### config.mk
export PLATFORM = sky130hd
export DESIGN_NAME = duet_ctrl
export DESIGN_NICKNAME = d
export VERILOG_FILES = /design/src/duet_pkg.sv /design/src/duet_ctrl.sv
export SDC_FILE = /design/constraint.sdc
export NUM_CORES = 1
export LEC_CHECK = 0
export BUFFER_PORTS_ARGS = -buffer_cell sky130_fd_sc_hd__buf_2
export CAP_MARGIN = 10
export CORE_MARGIN = 2
export CORE_UTILIZATION = 35
export CTS_CLUSTER_DIAMETER = 80
export DETAILED_ROUTE_END_ITERATION = 16
export HOLD_SLACK_MARGIN = 0.05
export PLACE_DENSITY = 0.53
export SYNTH_ARGS = -nofsm -noshare
export SYNTH_HDL_FRONTEND = slang
export SYNTH_SLANG_ARGS = --single-unit
### constraint.sdc
create_clock -name clk -period 2 [get_ports clk]
set_input_delay 0.2 -clock clk [delete_from_list [all_inputs] [get_ports clk]]
set_output_delay 0.2 -clock clk [all_outputs]
set_load 0.01 [all_outputs]
### src/duet_pkg.sv
`timescale 1ns / 1ps
// ----------------------------------------------------------------------------
// duet_pkg
// Shared types and constants of the duet instruction executor.
// ----------------------------------------------------------------------------
package duet_pkg;

    localparam int DATA_W    = 64;
    localparam int FIELD_W   = 32;
    localparam int DIV_STEPS = 64;
    localparam int CNT_W     = 6;

    typedef enum logic [2:0] {
        OP_SND = 3'd0,
        OP_RCV = 3'd1,
        OP_SET = 3'd2,
        OP_ADD = 3'd3,
        OP_MUL = 3'd4,
        OP_MOD = 3'd5,
        OP_JGZ = 3'd6
    } op_t;

    typedef enum logic [1:0] {
        WR_Y,
        WR_ADD,
        WR_MUL,
        WR_MOD
    } wr_src_t;

    typedef enum logic [1:0] {
        MS_LL,
        MS_HL,
        MS_LH
    } mul_sel_t;

    typedef enum logic [2:0] {
        ST_IDLE,
        ST_READ,
        ST_EXEC,
        ST_MUL,
        ST_MUL_END,
        ST_DIV,
        ST_DIV_END,
        ST_FIN
    } state_t;

    typedef struct packed {
        logic     load_in;
        logic     exec;
        logic     mul_en;
        mul_sel_t mul_sel;
        logic     mul_acc;
        logic     div_step;
        logic     wr_en;
        wr_src_t  wr_src;
        logic     out_load;
    } cmd_t;

    typedef struct packed {
        logic [2:0] func;
        logic       y_zero;
    } status_t;

endpackage

### src/duet_ctrl.sv
`timescale 1ns / 1ps
// ----------------------------------------------------------------------------
// duet_ctrl
// Sequencer: steps each request through fetch, execute, the multi-cycle
// multiply or modulo, and the hand-off to the output register.
// ----------------------------------------------------------------------------
module duet_ctrl (
    input  logic              clk,
    input  logic              rst_n,
    input  logic              in_valid,
    output logic              in_ready,
    output logic              out_valid,
    input  logic              out_ready,
    input  duet_pkg::status_t status,
    output duet_pkg::cmd_t    cmd
);
    import duet_pkg::*;

    state_t           state_reg, state_next;
    logic [CNT_W-1:0] cnt_reg, cnt_next;
    logic             out_valid_reg, out_valid_next;

    localparam logic [CNT_W-1:0] DIV_LAST = CNT_W'(DIV_STEPS - 1);
    localparam logic [CNT_W-1:0] MUL_LAST = CNT_W'(2);

    always_ff @(posedge clk or negedge rst_n)
    begin
        if (!rst_n)
        begin
            state_reg     <= ST_IDLE;
            cnt_reg       <= '0;
            out_valid_reg <= 1'b0;
        end
        else
        begin
            state_reg     <= state_next;
            cnt_reg       <= cnt_next;
            out_valid_reg <= out_valid_next;
        end
    end

    always_comb
    begin
        state_next     = state_reg;
        cnt_next       = cnt_reg;
        out_valid_next = out_valid_reg && !out_ready;
        in_ready       = 1'b0;
        cmd            = '0;
        cmd.mul_sel    = MS_LL;
        cmd.wr_src     = WR_Y;

        case (state_reg)
            ST_IDLE:
            begin
                in_ready = 1'b1;
                if (in_valid)
                begin
                    cmd.load_in = 1'b1;
                    state_next  = ST_READ;
                end
            end
            ST_READ:
            begin
                state_next = ST_EXEC;
            end
            ST_EXEC:
            begin
                cmd.exec   = 1'b1;
                cnt_next   = '0;
                state_next = ST_FIN;
                case (status.func)
                    OP_SET:
                    begin
                        cmd.wr_en  = 1'b1;
                        cmd.wr_src = WR_Y;
                    end
                    OP_ADD:
                    begin
                        cmd.wr_en  = 1'b1;
                        cmd.wr_src = WR_ADD;
                    end
                    OP_MUL:
                    begin
                        state_next = ST_MUL;
                    end
                    OP_MOD:
                    begin
                        if (!status.y_zero)
                        begin
                            state_next = ST_DIV;
                        end
                    end
                    default:
                    begin
                        state_next = ST_FIN;
                    end
                endcase
            end
            ST_MUL:
            begin
                // One partial product per cycle; the previous one is summed in.
                cmd.mul_en  = 1'b1;
                cmd.mul_acc = (cnt_reg != '0);
                case (cnt_reg[1:0])
                    2'd0:    cmd.mul_sel = MS_LL;
                    2'd1:    cmd.mul_sel = MS_HL;
                    default: cmd.mul_sel = MS_LH;
                endcase
                cnt_next = cnt_reg + CNT_W'(1);
                if (cnt_reg == MUL_LAST)
                begin
                    state_next = ST_MUL_END;
                end
            end
            ST_MUL_END:
            begin
                cmd.wr_en  = 1'b1;
                cmd.wr_src = WR_MUL;
                state_next = ST_FIN;
            end
            ST_DIV:
            begin
                cmd.div_step = 1'b1;
                cnt_next     = cnt_reg + CNT_W'(1);
                if (cnt_reg == DIV_LAST)
                begin
                    state_next = ST_DIV_END;
                end
            end
            ST_DIV_END:
            begin
                cmd.wr_en  = 1'b1;
                cmd.wr_src = WR_MOD;
                state_next = ST_FIN;
            end
            ST_FIN:
            begin
                if (!out_valid_reg || out_ready)
                begin
                    cmd.out_load   = 1'b1;
                    out_valid_next = 1'b1;
                    state_next     = ST_IDLE;
                end
            end
            default:
            begin
                state_next = ST_IDLE;
            end
        endcase
    end

    assign out_valid = out_valid_reg;

endmodule

==> results.sh <==
export IMPL_outcome="complete, no violations"
export IMPL_hold_class="in2reg"
export IMPL_max_stage_delay_ns=0.62
export IMPL_synth_async_reset_ratio_pct=100.0
export IMPL_max_slew_margin_pct=70.12
export IMPL_ys_seq_area_share_pct=30.72
export IMPL_start_kind="flop"
export IMPL_largest_reg_flops=6
export IMPL_syn_inst=89
export IMPL_nets=123
export IMPL_worstMarginPinSlew_ns=0.4482
export IMPL_setup_tns_ns=0
export IMPL_rsz0062_at_grt="false"
export IMPL_place_hpwl_microns=1361
export IMPL_placedCellCount=133
export IMPL_cts_tree="done"
export IMPL_routabilityCongestion=0.7465
export IMPL_synthFlopType="dfrtp_1"
export IMPL_drive_gt1_share_pct=28.18
export IMPL_grt_pass1_vias=665
export IMPL_seq_area_sq_um=250.2
export IMPL_r2r_start="cnt_reg[0]"
export IMPL_arrival_ns=1.67
export IMPL_die_x_microns=52.24
export IMPL_crit_required_ns=1.80
export IMPL_post_route_period_util_pct=93.66
export IMPL_clk_path_buf_depth=2
export IMPL_io_pins=21
export IMPL_cellPowerDensity_nw_per_um2=1533
export IMPL_cts_resized=0
export IMPL_endpoint_kind="output port"
export IMPL_fin_skew_ns=0.002149
export IMPL_fp_dieH_microns=52.24
export IMPL_place_port_buffers=20
export IMPL_antennaDiodeCount=0
export IMPL_final_common_cell="buf_2"
export IMPL_gr_total_overflow=0
export IMPL_crit_start="state_reg[1]"
export IMPL_vias_per_cell=5.232
export IMPL_nFillCells=237
export IMPL_post_cts_buffers=0
export IMPL_synth_nets=101
export IMPL_drv_cap=0
export IMPL_cts_made_buffers=3
export IMPL_syn_avg_cell_area_sq_um=9.152
export IMPL_first_pass_iters=4
export IMPL_crit_slowest_cell="dfrtp_1"
export IMPL_critical_path_class="reg2out"
export IMPL_hp_start="out_ready"
export IMPL_path_max_fanout=14
export IMPL_grt_max_degree=20
export IMPL_initial_utilization_pct=36.82
export IMPL_path_cells="or3b_4 -> inv_1 -> a31o_2 -> buf_2"
export IMPL_multi_input_area_sq_um=490.5
export IMPL_p_leak_nw=0.5029
export IMPL_core_sq_um=2212
export IMPL_synth_edf_count=0
export IMPL_grt_pass1_wl_microns=3049
export IMPL_ys_types=39
export IMPL_power_total_mw=1.476
export IMPL_drc=0
export IMPL_drv_slew=0
export IMPL_synth_warnings=0
export IMPL_ys_ff_latch=10
export IMPL_clk_latency_ns=0.27
export IMPL_h_tree_depth=1
export IMPL_syn_to_final_growth_pct=18.28
export IMPL_peakVddDrop_mv=0.8408
export IMPL_first_iter_violations=18
export IMPL_most_common_layout_cells="20 x buf_2, 10 x dfrtp_1, 7 x inv_1"
export IMPL_timing_fmax_mhz=533.9
export IMPL_ant_nets=0
export IMPL_finalSetupViolations=0
export IMPL_wl_per_cell_microns=13.28
export IMPL_routed_wl_microns=1832
export IMPL_finalHoldViolations=0
export IMPL_synth_area_sq_um=814.5
export IMPL_clk_pin_slew_ns=0.07
export IMPL_antenna_found_initial=0
export IMPL_groute_usage_overall_pct=15.63
export IMPL_clock_sinks=10
export IMPL_root_buffer="clkbuf_4"
export IMPL_post_route_min_period_ns=1.873
export IMPL_routed_via_count=722
export IMPL_die_area_sq_um=2729
export IMPL_stdcell_count=138
export IMPL_rows=17
synth_stat cells (2+ instances only):
| master | n | share of area, % |
|---|---|---|
| mux2i_1 | 3 | 3.7 |
| nand2b_1 | 3 | 2.3 |
| buf_2 | 2 | 1.2 |
| nand3_1 | 4 | 2.5 |
| buf_4 | 2 | 1.8 |
| a211oi_1 | 4 | 3.7 |
| nand2_1 | 6 | 2.8 |
| a21oi_1 | 5 | 3.1 |
| nor3_1 | 4 | 2.5 |
| buf_6 | 2 | 2.8 |
| dfrtp_1 | 10 | 31 |
| ha_1 | 4 | 6.1 |
| nor2_1 | 2 | 0.92 |
| and3_1 | 3 | 2.3 |
| o22ai_1 | 2 | 1.5 |
| nor2b_1 | 4 | 3.1 |
| inv_1 | 7 | 3.2 |
repair_timing:
action                                 in CTS  in global routing
setup endpoints to repair                   0                  0
hold buffers                                1                  0
endpoints found under the hold margin      10                  0
metrics by stage:
stage | setup slack [ns] | cell area [sq um] | hold WS (ns) | utilization, %
detailed placement | 0.4229 | 917.1 | 0.07984 | 41.46
global route | 0.05305 | 963.4 | 0.2385 | 43.55
CTS | 0.1168 | 963.4 | 0.2206 | 43.55
floorplan | 0.5480 | 814.5 | -0.09559 | -
finish | 0.1268 | 963.4 | 0.2244 | 43.55
global placement | 0.4590 | 917.1 | 0.07967 | 41.46
layer usage:
| metal | track usage, % | share of wire, % | wire length (microns) |
|---|---|---|---|
| met1 | 20.25 | 49 | 892 |
| met2 | 23.84 | 45 | 830 |
| met3 | 5.143 | 4.5 | 82 |
| met4 | 6.410 | 1.5 | 27 |
| met5 | 0 | 0 | 0 |
worst max-delay path, delay by kind of cell (launching register included):
kind,cells,cell delay (ns)
buffers and inverters,2,0.20
AOI/OAI and AO/OA,1,0.15
and+or+nand+nor,1,0.45
DFF,1,0.62
cell families (layout without fill, tap and decap cells):
logic type / count (synthesis) / in the layout / synth area share, %
buffers and inverters: 13 / 34 / 9.063
DFF: 10 / 10 / 30.72
xor gates and xnor gates: 2 / 2 / 3.073
muxes: 3 / 3 / 3.687
adders and majority gates: 4 / 4 / 6.145
AOI/OAI and AO/OA: 22 / 22 / 19.82
and+or+nand+nor: 35 / 35 / 27.50
final timing paths:
check                               end  slack (ns)  cells after the start
max                              cmd[3]        0.13                      4
min                           out_valid        0.22                      3
max reg2reg                state_reg[0]        0.55                      4
min reg2reg                   out_valid        0.55                      2
max in group asynchronous  state_reg[2]        1.48                      2
min in group asynchronous    cnt_reg[4]        0.32                      2
where the power goes:
part / internal [mW] / leakage [nW] / switching (mW)
registers: 0.282 / 0.124 / 0.137
logic: 0.402 / 0.357 / 0.472
clock network: 0.111 / 0.0210 / 0.0725
total: 0.794 / 0.503 / 0.682
final cells by class:
cell class                      instances  area share, %
Clock buffer                            4          3.766
Timing Repair Buffer                   23          12.99
Sequential cell                        10          25.97
Inverter                                7          2.727
Tap cell                               28          3.636
Multi-Input combinational cell         66          50.91
Note: power is estimated with default switching activity, not from simulation.
